==> src/sv/dtcd_pkg.sv <==
// ----------------------------------------------------------------------------
// dtcd_pkg: shared types and constants for the day-count to date converter
// Widths, calendar constants and the controller-to-datapath command word.
// ----------------------------------------------------------------------------
package dtcd_pkg;

    // Field widths
    localparam int DAY_BITS   = 20;
    localparam int YEAR_BITS  = 13;
    localparam int MONTH_BITS = 4;
    localparam int DOM_BITS   = 5;

    // Working remainder: day count plus the offset to 0000-03-01
    localparam int REM_BITS  = 21;
    localparam int DOY_BITS  = 9;
    localparam int STEP_BITS = 3;

    // Restoring division steps for 400-year eras and 4-year blocks
    localparam int ERA_STEPS  = 4;
    localparam int QUAD_STEPS = 5;

    // Days from 0000-03-01 to 1970-01-01
    localparam int EPOCH_OFFSET  = 719468;
    localparam int DAYS_PER_ERA  = 146097;
    localparam int DAYS_PER_CENT = 36524;
    localparam int DAYS_PER_QUAD = 1461;
    localparam int DAYS_PER_YEAR = 365;
    localparam int YEARS_PER_ERA = 400;

    localparam int MONTHS = 12;
    // Index of January in the March-based month order
    localparam int MP_JANUARY = 10;

    // First day of each month within a March-based year
    localparam logic [DOY_BITS-1:0] MONTH_START [MONTHS] = '{
        9'd0,   9'd31,  9'd61,  9'd92,  9'd122, 9'd153,
        9'd184, 9'd214, 9'd245, 9'd275, 9'd306, 9'd337
    };

    typedef enum logic [2:0] {
        OP_NOP,
        OP_LOAD,
        OP_ERA,
        OP_CENT,
        OP_QUAD,
        OP_YEAR,
        OP_MONTH
    } t_dp_op;

    typedef struct packed {
        t_dp_op                 op;
        logic [STEP_BITS-1:0]   step;
    } t_dp_cmd;

endpackage

==> src/sv/dtcd_datapath.sv <==
// ----------------------------------------------------------------------------
// dtcd_datapath: remainder and year registers of the date converter
// Peels eras, centuries, 4-year blocks, years and months off the day count.
// ----------------------------------------------------------------------------
module dtcd_datapath (
    input  logic                            i_clk,
    input  dtcd_pkg::t_dp_cmd               i_cmd,
    input  logic [dtcd_pkg::DAY_BITS-1:0]   i_day_count,
    output logic [dtcd_pkg::YEAR_BITS-1:0]  o_year,
    output logic [dtcd_pkg::MONTH_BITS-1:0] o_month,
    output logic [dtcd_pkg::DOM_BITS-1:0]   o_day_of_month
);
    import dtcd_pkg::*;

    logic [REM_BITS-1:0]   r_rem,   n_rem;
    logic [YEAR_BITS-1:0]  r_year,  n_year;
    logic [YEAR_BITS-1:0]  r_o_year,  n_o_year;
    logic [MONTH_BITS-1:0] r_o_month, n_o_month;
    logic [DOM_BITS-1:0]   r_o_dom,   n_o_dom;

    logic [REM_BITS-1:0]  era_days;
    logic [REM_BITS-1:0]  quad_days;
    logic [DOY_BITS-1:0]  doy;
    logic [3:0]           mp;
    logic [DOY_BITS-1:0]  dom0;

    assign era_days  = REM_BITS'(DAYS_PER_ERA)  << i_cmd.step[1:0];
    assign quad_days = REM_BITS'(DAYS_PER_QUAD) << i_cmd.step;
    assign doy       = r_rem[DOY_BITS-1:0];

    // Month search over the March-based start table
    always_comb begin
        mp = 4'd0;
        for (int i = 1; i < MONTHS; i++) begin
            if (doy >= MONTH_START[i]) begin
                mp = 4'(i);
            end
        end
        dom0 = doy - MONTH_START[mp] + DOY_BITS'(1);
    end

    always_comb begin
        n_rem     = r_rem;
        n_year    = r_year;
        n_o_year  = r_o_year;
        n_o_month = r_o_month;
        n_o_dom   = r_o_dom;
        unique case (i_cmd.op)
            OP_NOP: begin
            end
            OP_LOAD: begin
                n_rem  = REM_BITS'(i_day_count) + REM_BITS'(EPOCH_OFFSET);
                n_year = '0;
            end
            OP_ERA: begin
                if (r_rem >= era_days) begin
                    n_rem  = r_rem - era_days;
                    n_year = r_year + (YEAR_BITS'(YEARS_PER_ERA) << i_cmd.step[1:0]);
                end
            end
            OP_CENT: begin
                // the last day of an era stays in the fourth century
                priority if (r_rem >= REM_BITS'(3 * DAYS_PER_CENT)) begin
                    n_rem  = r_rem - REM_BITS'(3 * DAYS_PER_CENT);
                    n_year = r_year + YEAR_BITS'(300);
                end else if (r_rem >= REM_BITS'(2 * DAYS_PER_CENT)) begin
                    n_rem  = r_rem - REM_BITS'(2 * DAYS_PER_CENT);
                    n_year = r_year + YEAR_BITS'(200);
                end else if (r_rem >= REM_BITS'(DAYS_PER_CENT)) begin
                    n_rem  = r_rem - REM_BITS'(DAYS_PER_CENT);
                    n_year = r_year + YEAR_BITS'(100);
                end
            end
            OP_QUAD: begin
                if (r_rem >= quad_days) begin
                    n_rem  = r_rem - quad_days;
                    n_year = r_year + (YEAR_BITS'(4) << i_cmd.step);
                end
            end
            OP_YEAR: begin
                // leap day of a block stays in its fourth year
                priority if (r_rem >= REM_BITS'(3 * DAYS_PER_YEAR)) begin
                    n_rem  = r_rem - REM_BITS'(3 * DAYS_PER_YEAR);
                    n_year = r_year + YEAR_BITS'(3);
                end else if (r_rem >= REM_BITS'(2 * DAYS_PER_YEAR)) begin
                    n_rem  = r_rem - REM_BITS'(2 * DAYS_PER_YEAR);
                    n_year = r_year + YEAR_BITS'(2);
                end else if (r_rem >= REM_BITS'(DAYS_PER_YEAR)) begin
                    n_rem  = r_rem - REM_BITS'(DAYS_PER_YEAR);
                    n_year = r_year + YEAR_BITS'(1);
                end
            end
            OP_MONTH: begin
                // January and February belong to the next calendar year
                if (mp >= 4'(MP_JANUARY)) begin
                    n_o_year  = r_year + YEAR_BITS'(1);
                    n_o_month = mp - 4'(MP_JANUARY - 1);
                end else begin
                    n_o_year  = r_year;
                    n_o_month = mp + 4'd3;
                end
                n_o_dom = dom0[DOM_BITS-1:0];
            end
            default: begin
            end
        endcase
    end

    always_ff @(posedge i_clk) begin
        r_rem     <= n_rem;
        r_year    <= n_year;
        r_o_year  <= n_o_year;
        r_o_month <= n_o_month;
        r_o_dom   <= n_o_dom;
    end

    assign o_year         = r_o_year;
    assign o_month        = r_o_month;
    assign o_day_of_month = r_o_dom;

endmodule

==> src/sv/dtcd_ctrl.sv <==
// ----------------------------------------------------------------------------
// dtcd_ctrl: sequencer of the date converter
// Steps the datapath through each reduction and owns both handshakes.
// ----------------------------------------------------------------------------
module dtcd_ctrl (
    input  logic              i_clk,
    input  logic              i_rst_n,
    input  logic              i_in_valid,
    output logic              o_in_ready,
    output logic              o_out_valid,
    input  logic              i_out_ready,
    output dtcd_pkg::t_dp_cmd o_cmd
);
    import dtcd_pkg::*;

    typedef enum logic [5:0] {
        S_IDLE  = 6'b000001,
        S_ERA   = 6'b000010,
        S_CENT  = 6'b000100,
        S_QUAD  = 6'b001000,
        S_YEAR  = 6'b010000,
        S_MONTH = 6'b100000
    } t_state;

    t_state               r_state, n_state;
    logic [STEP_BITS-1:0] r_step,  n_step;
    logic                 r_out_valid, n_out_valid;
    logic                 out_busy;

    assign out_busy = r_out_valid && !i_out_ready;

    always_comb begin
        n_state     = r_state;
        n_step      = r_step;
        n_out_valid = r_out_valid && !i_out_ready;
        o_cmd.op    = OP_NOP;
        o_cmd.step  = r_step;
        unique case (r_state)
            S_IDLE: begin
                if (i_in_valid) begin
                    o_cmd.op = OP_LOAD;
                    n_state  = S_ERA;
                    n_step   = STEP_BITS'(ERA_STEPS - 1);
                end
            end
            S_ERA: begin
                o_cmd.op = OP_ERA;
                if (r_step == '0) begin
                    n_state = S_CENT;
                end else begin
                    n_step = r_step - STEP_BITS'(1);
                end
            end
            S_CENT: begin
                o_cmd.op = OP_CENT;
                n_state  = S_QUAD;
                n_step   = STEP_BITS'(QUAD_STEPS - 1);
            end
            S_QUAD: begin
                o_cmd.op = OP_QUAD;
                if (r_step == '0) begin
                    n_state = S_YEAR;
                end else begin
                    n_step = r_step - STEP_BITS'(1);
                end
            end
            S_YEAR: begin
                o_cmd.op = OP_YEAR;
                n_state  = S_MONTH;
            end
            S_MONTH: begin
                // hold until the output register is free
                if (!out_busy) begin
                    o_cmd.op    = OP_MONTH;
                    n_out_valid = 1'b1;
                    n_state     = S_IDLE;
                end
            end
            default: begin
                n_state = S_IDLE;
            end
        endcase
    end

    always_ff @(posedge i_clk) begin
        if (!i_rst_n) begin
            r_state     <= S_IDLE;
            r_step      <= '0;
            r_out_valid <= 1'b0;
        end else begin
            r_state     <= n_state;
            r_step      <= n_step;
            r_out_valid <= n_out_valid;
        end
    end

    assign o_in_ready  = (r_state == S_IDLE);
    assign o_out_valid = r_out_valid;

`ifndef SYNTH
    a_state_onehot: assert property (@(posedge i_clk) disable iff (!i_rst_n)
        $onehot(r_state))
        else $error("controller state not one-hot");

    a_accept_starts: assert property (@(posedge i_clk) disable iff (!i_rst_n)
        (i_in_valid && o_in_ready) |=>
            (r_state == S_ERA && r_step == STEP_BITS'(ERA_STEPS - 1)))
        else $error("accepted word did not start era reduction");

    a_era_step_range: assert property (@(posedge i_clk) disable iff (!i_rst_n)
        (r_state == S_ERA) |-> (r_step <= STEP_BITS'(ERA_STEPS - 1)))
        else $error("era step out of range");

    a_month_writes_out: assert property (@(posedge i_clk) disable iff (!i_rst_n)
        (r_state == S_MONTH && !out_busy) |=> (r_out_valid && r_state == S_IDLE))
        else $error("result word not posted after month step");

    a_no_overwrite: assert property (@(posedge i_clk) disable iff (!i_rst_n)
        (o_cmd.op == OP_MONTH) |-> !out_busy)
        else $error("pending result word overwritten");
`endif

endmodule

==> src/sv/days_to_calendar_date.sv <==
// ----------------------------------------------------------------------------
// days_to_calendar_date: day count since 1970-01-01 to Gregorian date
// Iterative converter: controller sequences a remainder/year datapath.
// ----------------------------------------------------------------------------
// Usage:
//   Input channel (i_in_valid / o_in_ready) carries one word: i_day_count,
//   days since 1970-01-01. Output channel (o_out_valid / i_out_ready)
//   returns one word per input: o_year, o_month (1 = January) and
//   o_day_of_month (1 based), proleptic Gregorian calendar.
//   One word is reduced at a time in the shared remainder register: the
//   accept step, 4 restoring steps over 400-year eras, one century step,
//   5 restoring steps over 4-year blocks, one year step and one month step;
//   the next word is taken only once the month step is done.
//   The result sits in an output register, so the next word is taken while
//   the previous result waits. If the receiver stalls long enough, the
//   month step holds until the output register is taken.
//   Reset (i_rst_n low, synchronous) returns the controller to idle and
//   drops any pending result; no clearing pass is needed.
// ----------------------------------------------------------------------------
module days_to_calendar_date (
    input  logic                            i_clk,
    input  logic                            i_rst_n,
    input  logic                            i_in_valid,
    output logic                            o_in_ready,
    input  logic [dtcd_pkg::DAY_BITS-1:0]   i_day_count,
    output logic                            o_out_valid,
    input  logic                            i_out_ready,
    output logic [dtcd_pkg::YEAR_BITS-1:0]  o_year,
    output logic [dtcd_pkg::MONTH_BITS-1:0] o_month,
    output logic [dtcd_pkg::DOM_BITS-1:0]   o_day_of_month
);
    import dtcd_pkg::*;

    t_dp_cmd cmd;

    dtcd_ctrl u_ctrl (
        .i_clk       (i_clk),
        .i_rst_n     (i_rst_n),
        .i_in_valid  (i_in_valid),
        .o_in_ready  (o_in_ready),
        .o_out_valid (o_out_valid),
        .i_out_ready (i_out_ready),
        .o_cmd       (cmd)
    );

    dtcd_datapath u_datapath (
        .i_clk          (i_clk),
        .i_cmd          (cmd),
        .i_day_count    (i_day_count),
        .o_year         (o_year),
        .o_month        (o_month),
        .o_day_of_month (o_day_of_month)
    );

endmodule

==> config.mk <==
export PLATFORM = sky130hd
export DESIGN_NAME = days_to_calendar_date
export DESIGN_NICKNAME = d
export VERILOG_FILES = /design/src/sv/dtcd_pkg.sv /design/src/sv/dtcd_datapath.sv /design/src/sv/dtcd_ctrl.sv /design/src/sv/days_to_calendar_date.sv
export SDC_FILE = /design/constraint.sdc
export NUM_CORES = 1
export LEC_CHECK = 0
export ABC_CLOCK_PERIOD_IN_PS = 5500
export BUFFER_PORTS_ARGS = -buffer_cell sky130_fd_sc_hd__buf_2
export CORE_MARGIN = 1.5
export CORE_UTILIZATION = 41
export DETAILED_ROUTE_END_ITERATION = 7
export GPL_TIMING_DRIVEN = 0
export SLEW_MARGIN = 20
export SYNTH_ARGS = -nofsm -noshare
export SYNTH_HDL_FRONTEND = slang
export SYNTH_SLANG_ARGS = --single-unit
==> constraint.sdc <==
create_clock -name i_clk -period 5.5 [get_ports i_clk]
set_input_delay 0.275 -clock i_clk [delete_from_list [all_inputs] [get_ports i_clk]]
set_output_delay 0.275 -clock i_clk [all_outputs]
set_load 0.05 [all_outputs]
# --- Word level (Yosys, flattened, before mapping) ---
# Memory sizes are Yosys's and may differ from the RTL's.
# Index checks and enable logic that the tools add are counted.
op_classes:
  addsub: 22
  n_lt_le_gt_ge: 21
  eq_ne: 21
  n_shift: 4
  mux: 45
  bitwise_logic: 1
  n_reduce_logical: 9
ops:
  columns: ["operator", "n"]
  rows:
  - ["21-bit 2-to-1 mux", 8]
  - ["13-bit 2-to-1 mux", 9]
  - ["21-bit case mux with 5 select lines", 1]
  - ["13-bit case mux with 5 select lines", 1]
  - ["21-bit by 17-bit greater-or-equal comparator with 1-bit output (second input constant)", 2]
  - ["21-bit greater-or-equal comparator", 2]
  - ["21-bit by 17-bit subtractor with 21-bit output (second input constant)", 2]
  - ["21-bit subtractor", 2]
  - ["9-bit by 8-bit greater-or-equal comparator with 1-bit output (second input constant)", 4]
  - ["6-bit case mux with 6 select lines", 1]
  - ["9-bit greater-or-equal comparator (second input constant)", 3]
  - ["13-bit adder", 2]
  - ["13-bit by 2-bit adder with 13-bit output (second input constant)", 2]
  - ["6-bit 2-to-1 mux", 4]
  - ["20-bit by 20-bit adder with 21-bit output (second input constant)", 1]
  - ["21-bit by 10-bit greater-or-equal comparator with 1-bit output (second input constant)", 1]
  - ["21-bit by 11-bit greater-or-equal comparator with 1-bit output (second input constant)", 1]
  - ["21-bit by 16-bit greater-or-equal comparator with 1-bit output (second input constant)", 1]
  - ["21-bit by 9-bit greater-or-equal comparator with 1-bit output (second input constant)", 1]
  - ["3-bit 2-to-1 mux", 7]
  - ["11-bit by 3-bit << shifter with 21-bit output (first input constant)", 1]
  - ["18-bit by 2-bit << shifter with 21-bit output (first input constant)", 1]
  - ["21-bit by 10-bit subtractor with 21-bit output (second input constant)", 1]
  - ["21-bit by 11-bit subtractor with 21-bit output (second input constant)", 1]
  - ["46 further kinds", 64]
totals:
  regBits: 66
  romBits: 144
  in_bits: 24
  out_inout_bits: 24
  elab_cells: 132
  n_memories: 1
mem_list:
  columns: ["memory", "words", "width", "read_ports", "rd_clocked_by_memory_dff", "write_ports", "line_no", "rtl"]
  rows:
  - ["(no name shown)", 16, 9, 1, 0, 0, "dtcd_datapath.sv:39", "dom0 = doy - MONTH_START[mp] + DOY_BITS'(1);"]

# --- Longest topological paths before layout ---
# Gate-level depths: netlist (run 1).
logic_depth:
  ltp_word: 18
  ltp_mapped: 22
  depth_no_buf: 21

# --- By module ---
# A second synthesis (run 1) with hierarchy kept.
hier_totals:
  hier_cells: 1353
  area_unflattened_um2: 10322.4
by_module_without_submodules:
  columns: ["module", "n_inst", "cells_per_inst", "area_per_inst_um2", "seq_area_each_um2"]
  rows:
  - ["dtcd_datapath", 1, 1262, 9545.4, 1681.6]
  - ["dtcd_ctrl", 1, 91, 777.0, 200.2]

# --- Worst setup path after synthesis (run 1) ---
# No wires, ideal clock.
synth_timing:
  kind: "register -> register"
  startpoint: "register u_ctrl.r_step[0]"
  endpoint: "register u_datapath.r_rem[10], enable pin"
  setup_time_ns: 0.422
  arrival_ns: 4.304
  required_time_ns: 5.078
  slack_ns: 0.774
  stages_incl_launch_ff: 16
  path_buffers: 2
  period_less_slack_ns: 4.726
  cell_sequence: "dfxtp_1 > inv_1 > ha_1 > clkbuf_1 > nor2_1 > nand2_1 > nand2_1 > ha_1 > clkbuf_1 > nand4_1 > or2_2 > or4_1 > nand4_1 > a21o_1 > o2111ai_1 > a21oi_1"
synth_between:
  elab_chain_cells: 4
  word_cells_on_any_way: 7
  cone_classes: "order compare: 2; eq/ne: 2; shift: 2; reduce/logical: 1"
synth_lines:
  columns: ["element", "line_no", "rtl"]
  rows:
  - ["start: declaration", "dtcd_ctrl.sv:26", "logic [STEP_BITS-1:0] r_step, n_step;"]
  - ["start signal: assignment", "dtcd_ctrl.sv:92", "r_step <= n_step;"]
  - ["11-bit by 3-bit << shifter with 21-bit output / 18-bit by 2-bit << shifter with 21-bit output (equally long branches)", "dtcd_datapath.sv:28, dtcd_datapath.sv:27", null]
  - ["21-bit greater-or-equal comparator (on tied branches)", "dtcd_datapath.sv:75, dtcd_datapath.sv:56", null]
  - ["2-bit by 1-bit inequality test with 1-bit output (no source line)", null, null]
  - ["5-bit AND reduction (no source line) *", null, null]
  - ["end signal: assignment", "dtcd_datapath.sv:110", "r_rem <= n_rem;"]
  - ["end: declaration", "dtcd_datapath.sv:15", "logic [REM_BITS-1:0] r_rem, n_rem;"]
# Mark *: on every way between the ends. The rest lies on a longest branch, timed or not.
# A chain may end at the register's enable or synchronous reset.

# --- Worst setup path after layout (run 1) ---
layout_timing:
  startpoint: "register u_ctrl.r_step[0]"
  endpoint: "register u_datapath.r_rem[9], enable pin"
# The elaborated chain is that of the path after synthesis.

==> results of run 1 <==
critical path, stage by stage, from the launching register on:
cell and delay, ps:
dfxtp_1 540, inv_1 260, ha_1 280, clkbuf_1 230
inv_1 290, mux2i_1 120, ha_1 420, o211ai_1 110
a21boi_0 310, o21bai_1 130, a211oi_1 480, nor3_1 180
nor2_1 160, o2111ai_1 410, a21oi_4 730, buf_16 240
final cells by class:
type	instances	area [um2]	area share, %
multi-input cells	1109	7630	69.3
flip-flops and latches	66	1880	17.1
well taps	324	405	3.68
plain buffers	80	335	3.04
repair buffers	48	263	2.38
clock buffers	9	225	2.04
inverters	55	206	1.87
clock inverters	7	68.8	0.624
diodes	1	2.50	0.0227
metal layers:
metal / track usage [%] / vias to the layer above / share of wire (%)
met1: 41.9 / 5345 / 42
met4: 15.4 / 0 / 4.9
met5: 0 / - / 0
met2: 50.6 / 603 / 45
met3: 4.53 / 108 / 7.9
li1: - / 5082 / -
state kept, by name (all words and copies together) (netlist names):
register,flops
u_datapath.r_year,13
u_datapath.r_rem,21
u_ctrl.r_step,3
u_ctrl.r_state,6
u_datapath.o_year,13
u_datapath.o_month,4
u_ctrl.o_out_valid,1
u_datapath.o_day_of_month,5
placed cells by master (no fill, tap or decap), drive strengths merged, types with 13 or more instances in the layout:
| cell type | n |
|---|---|
| a211oi | 32 |
| a21o | 20 |
| a21oi | 101 |
| a221oi | 26 |
| a31oi | 14 |
| and3 | 19 |
| buf | 70 |
| clkbuf | 67 |
| edfxtp | 56 |
| ha | 98 |
| inv | 56 |
| nand2 | 121 |
| nand3 | 38 |
| nand4 | 21 |
| nor2 | 127 |
| nor3 | 38 |
| o211ai | 18 |
| o21a | 13 |
| o21ai | 82 |
| o221ai | 18 |
| o22ai | 20 |
| or3 | 16 |
| xnor2 | 65 |
| xor2 | 33 |
power breakdown:
part           switching, mW  internal, mW
clock                  0.270         0.351
sequential             0.140         0.680
combinational           2.13          1.23
total                   2.54          2.26
path summary, 6_finish.rpt:
check	end	slack, ps	from
max	u_datapath.r_rem[9]	280	u_ctrl.r_step[0]
min	u_ctrl.r_state[4]	170	i_rst_n
max reg2reg	u_datapath.r_rem[9]	280	u_ctrl.r_step[0]
min reg2reg	u_ctrl.o_out_valid	540	u_ctrl.o_out_valid
kinds of logic after synthesis:
kind of cell / after synthesis / share of synthesized area [%]
mux: 12 / 1.22
fa+ha+maj: 102 / 13.0
simple gates: 452 / 22.0
xor+xnor: 98 / 8.57
flops: 66 / 18.8
buf+inv: 135 / 5.39
compound gates: 445 / 31.0
synthesized netlist by cell type (18+ instances only):
cell,count,share of area (%)
nand3_1,38,1.9
clkbuf_1,58,2.2
a211oi_1,31,2.3
a21oi_1,100,5.0
ha_1,98,12
o211ai_1,18,1.3
nor2_1,127,4.8
nand4_1,21,1.3
o21ai_0,76,3.8
a21o_1,20,1.5
o221ai_1,18,1.6
and3_1,19,1.2
edfxtp_1,56,17
xnor2_1,65,5.7
o22ai_1,20,1.2
a221oi_1,23,2.0
nor3_1,36,1.8
nand2_1,121,4.5
xor2_1,33,2.9
inv_1,54,2.0
per-stage QoR:
step	cells	setup TNS, ps
final	1699	0
after global routing	1698	-54.4
after CTS	1698	0
after detailed placement	1682	0
after global placement	1681	-37790
after floorplan	1310	0
repair_timing:
action,in CTS,in global routing
endpoints found under the setup margin,1,1
resized for setup,1,4
pin swaps,0,0
==> flow_summary.ini, run 1 <==
[status]
status = finished, final reports clean

[synth]
postSynthAreaPerCell_um2 = 7.65
syn_nets = 1436
netlist_area_um2 = 10000
ys_ff_latch = 66
synth_cell_type_count = 92
yosys_most_used_dff = edfxtp_1
async_flop_share_pct = 0
synth_cells = 1310
synth_edf_count = 56
yosys_warnings = 0
seq_area_frac_synth_pct = 18.8

[floorplan]
start_util_pct = 41.4
core-area_um2 = 24200
num_rows = 57
dieArea_um2 = 25400
die_width_um = 159
ios = 48
fp.dieH_um = 159

[cts]
clk_pin_slew_worst_paths_ps = 70
clk_path_buf_depth = 2
htree_levels = 3
cts_hold_buf = 0
cts.sinks = 66
cts_buffers = 9
postCtsSetupBuffers = 0
clk_latency_ps = 360
clockRootBuffer = clkbuf_16
cts_tree = yes

[global_routing]
grt_max_degree = 23
grt_first_pass_wirelength_um = 61600
antenna_found_initial = 1
grt_use_total_pct = 31.7
grt_overflow = 0
grt_pass1_vias = 10272

[cells_and_area]
drive_above_1_share_pct = 8.81
fin_nets = 1495
num-fill-cells = 2484
area_growth_pct = 9.98
final_util_pct = 45.6
fin_area_um2 = 11000

[power]
p_leak_nw = 4.12
irDropWorstVdd_mv = 0.186
p_total_mw = 4.79
power.density_nw_per_um2 = 435

[placed_design]
hpwl_um = 32400
dp_slack_ps = 21.9
post_dp_cell_area_um2 = 10700
portBuffers = 47
place_congestion = 1.09

[timing]
finalWorstSetupSlack_ps = 284
clock.fmax_mhz = 192
slew_headroom_pct = 35.4
worst_pin_slew_ps = 961
fin_hold_ws_ps = 168
post-route-min-period_ps = 5220
clock_skew_ps = 11.5
drv_slew = 0
final-setup-viol-count = 0
hold_viol_final = 0
post-route-period-util_pct = 94.8

[setup_path]
ff2ff_path_depth = 15
cp-end-kind = flop
cp_max_fo = 15
crit_required_ps = 5560
worstPathArrival_ps = 5280
critical_path_class = flop to flop
startpoint_type = flop

[drt]
ant_nets = 0
remaining_drc_errors = 0
vias_per_cell = 6.56
dr.pass1.iters = 5
drtIter0Drc = 1124
routed_wl_um = 40900
vias = 11138
wire_per_inst_um = 24.0

[hold_path]
worstHoldPathType = input port to flop
whs_path_depth = 2

[job]
maxCapViolCount = 0
Note: power is estimated with default switching activity, not from simulation.
==> run 2, diff against run 1 <==
Settings changed: PLACE_DENSITY from default to 0.58.
==> flow_summary.ini, run 2 (same netlist as run 1, synthesis figures left out) <==
[cts]
clk_latency_ps = 360
cts_buffers = 9
clk_pin_slew_worst_paths_ps = 70
htree_levels = 3
cts_tree = yes
clockRootBuffer = clkbuf_16
clk_path_buf_depth = 2
cts.sinks = 66
cts_hold_buf = 0

[timing]
grt_setup_unrepaired = no
clock.fmax_mhz = 199
hold_viol_final = 0
finalWorstSetupSlack_ps = 477
drv_slew = 0
clock_skew_ps = 10.5
final-setup-viol-count = 0
slew_headroom_pct = 34.7
worst_pin_slew_ps = 980
post-route-period-util_pct = 91.3
tns_ps = 0
fin_hold_ws_ps = 166
post-route-min-period_ps = 5020

[floorplan]
start_util_pct = 41.4
fp.dieH_um = 159
core-area_um2 = 24200
num_rows = 57
dieArea_um2 = 25400
die_width_um = 159
ios = 48

[global_routing]
grt_max_degree = 23
grt_use_total_pct = 33.5
grt_overflow = 0
grt_first_pass_wirelength_um = 64700
grt_pass1_vias = 10466
antenna_found_initial = 0

[power]
p_leak_nw = 4.17
switchingPower_mw = 2.60
power.density_nw_per_um2 = 443
clockPowerShare_pct = 13.7
combPwrFrac_pct = 69.6
p_int_mw = 2.32
irDropWorstVdd_mv = 0.272
pwr-share-seq_pct = 16.7
p_total_mw = 4.92
p_sw_share_pct = 52.8

[drt]
routed_wl_um = 43100
remaining_drc_errors = 0
dr.pass1.iters = 5
drtIter0Drc = 978
vias_per_cell = 6.51
wire_per_inst_um = 25.3
vias = 11093
ant_nets = 0

[setup_path]
worstPathArrival_ps = 5130
startpoint_type = flop
cp_max_fo = 9
cp-end-kind = flop
crit_required_ps = 5610
critical_path_class = flop to flop

[cells_and_area]
fin_nets = 1500
drive_above_1_share_pct = 9.43
final_common_cell = nor2_1
diodes = 0
largest_register = u_datapath.r_rem
area_growth_pct = 10.8
final-instance-count-excl-fill = 1703
fin_area_um2 = 11100
largest_reg_flops = 21
final_cell_mix = 127 x nor2_1, 121 x nand2_1, 99 x a21oi_1
final_util_pct = 45.9

[status]
status = finished, final reports clean

[hold_path]
worstHoldPathType = input port to flop

[placed_design]
place_congestion = 0.966
hpwl_um = 33900
post_dp_cell_area_um2 = 10700
portBuffers = 47
dp_cells = 1683
dp_slack_ps = -132

[job]
maxCapViolCount = 0
## run 2: cell count changes in the layout (fill, tap and decap cells not counted), sizes merged
cell | before | now
clkbuf | 67 | 70
diode | 1 | 0
bufinv | 1 | 2
clkinv | 4 | 2
buf | 70 | 73
## run 2: power groups by stage
stage	Sequential, mW	Clock [mW]	Combinational [mW]
final	0.822	0.675	3.43
after global routing	0.826	0.693	3.73
after CTS	0.820	0.675	3.33
after detailed placement	0.831	0	3.31
after global placement	0.836	0	3.30
after floorplan	0.793	0	2.41
## run 2: area by class of cell
| type | count | area (um2) |
|---|---|---|
| plain buffers | 80 | 340 |
| inverters | 55 | 206 |
| clock inverters | 6 | 90.1 |
| fillers | 2439 | 13100 |
| repair buffers | 53 | 313 |
| multi-input cells | 1109 | 7640 |
| well taps | 324 | 405 |
| clock buffers | 10 | 229 |
| flip-flops and latches | 66 | 1880 |
## run 2: per-layer routing
metal  track usage [%]  vias up  routed length (um)
met4              17.7        0                2450
met3              4.32      143                2750
li1                  -     5093                   -
met1              43.8     5322               18500
met2              53.9      535               19400
met5                 0        -                   0
## run 2: worst paths after layout
check / cells past startpoint / from / endpoint / slack (ps)
worst min register to register: 2 / u_ctrl.o_out_valid / u_ctrl.o_out_valid / 530
worst max-delay path: 22 / u_datapath.r_rem[2] / u_datapath.o_day_of_month[4] / 480
worst max register to register: 22 / u_datapath.r_rem[2] / u_datapath.o_day_of_month[4] / 480
worst min-delay path: 2 / i_rst_n / u_ctrl.r_state[4] / 170
## run 2: repair_timing
item / CTS / global route
pin swaps: 0 / 0
resized for setup: 1 / 11
cloned: 0 / 0
endpoints found under the hold margin: 0 / 0
setup buffers: 0 / 4
setup endpoints to repair: 1 / 15
## run 2: critical path, stage by stage (launching register included)
cell      delay (ps)
edfxtp_1         600
buf_2            280
inv_1            260
ha_1             230
nand2b_1         140
a21boi_0         320
o21a_1           150
o21ai_0          130
a221oi_1         290
nand2b_1         200
o21ai_1          180
inv_1            170
ha_1             250
inv_1             50
mux2i_1          130
nor2_1            50
a21oi_1          190
ha_1             280
ha_1             300
a21o_1           180
a21oi_1          180
xnor2_1          150
xnor2_1           80
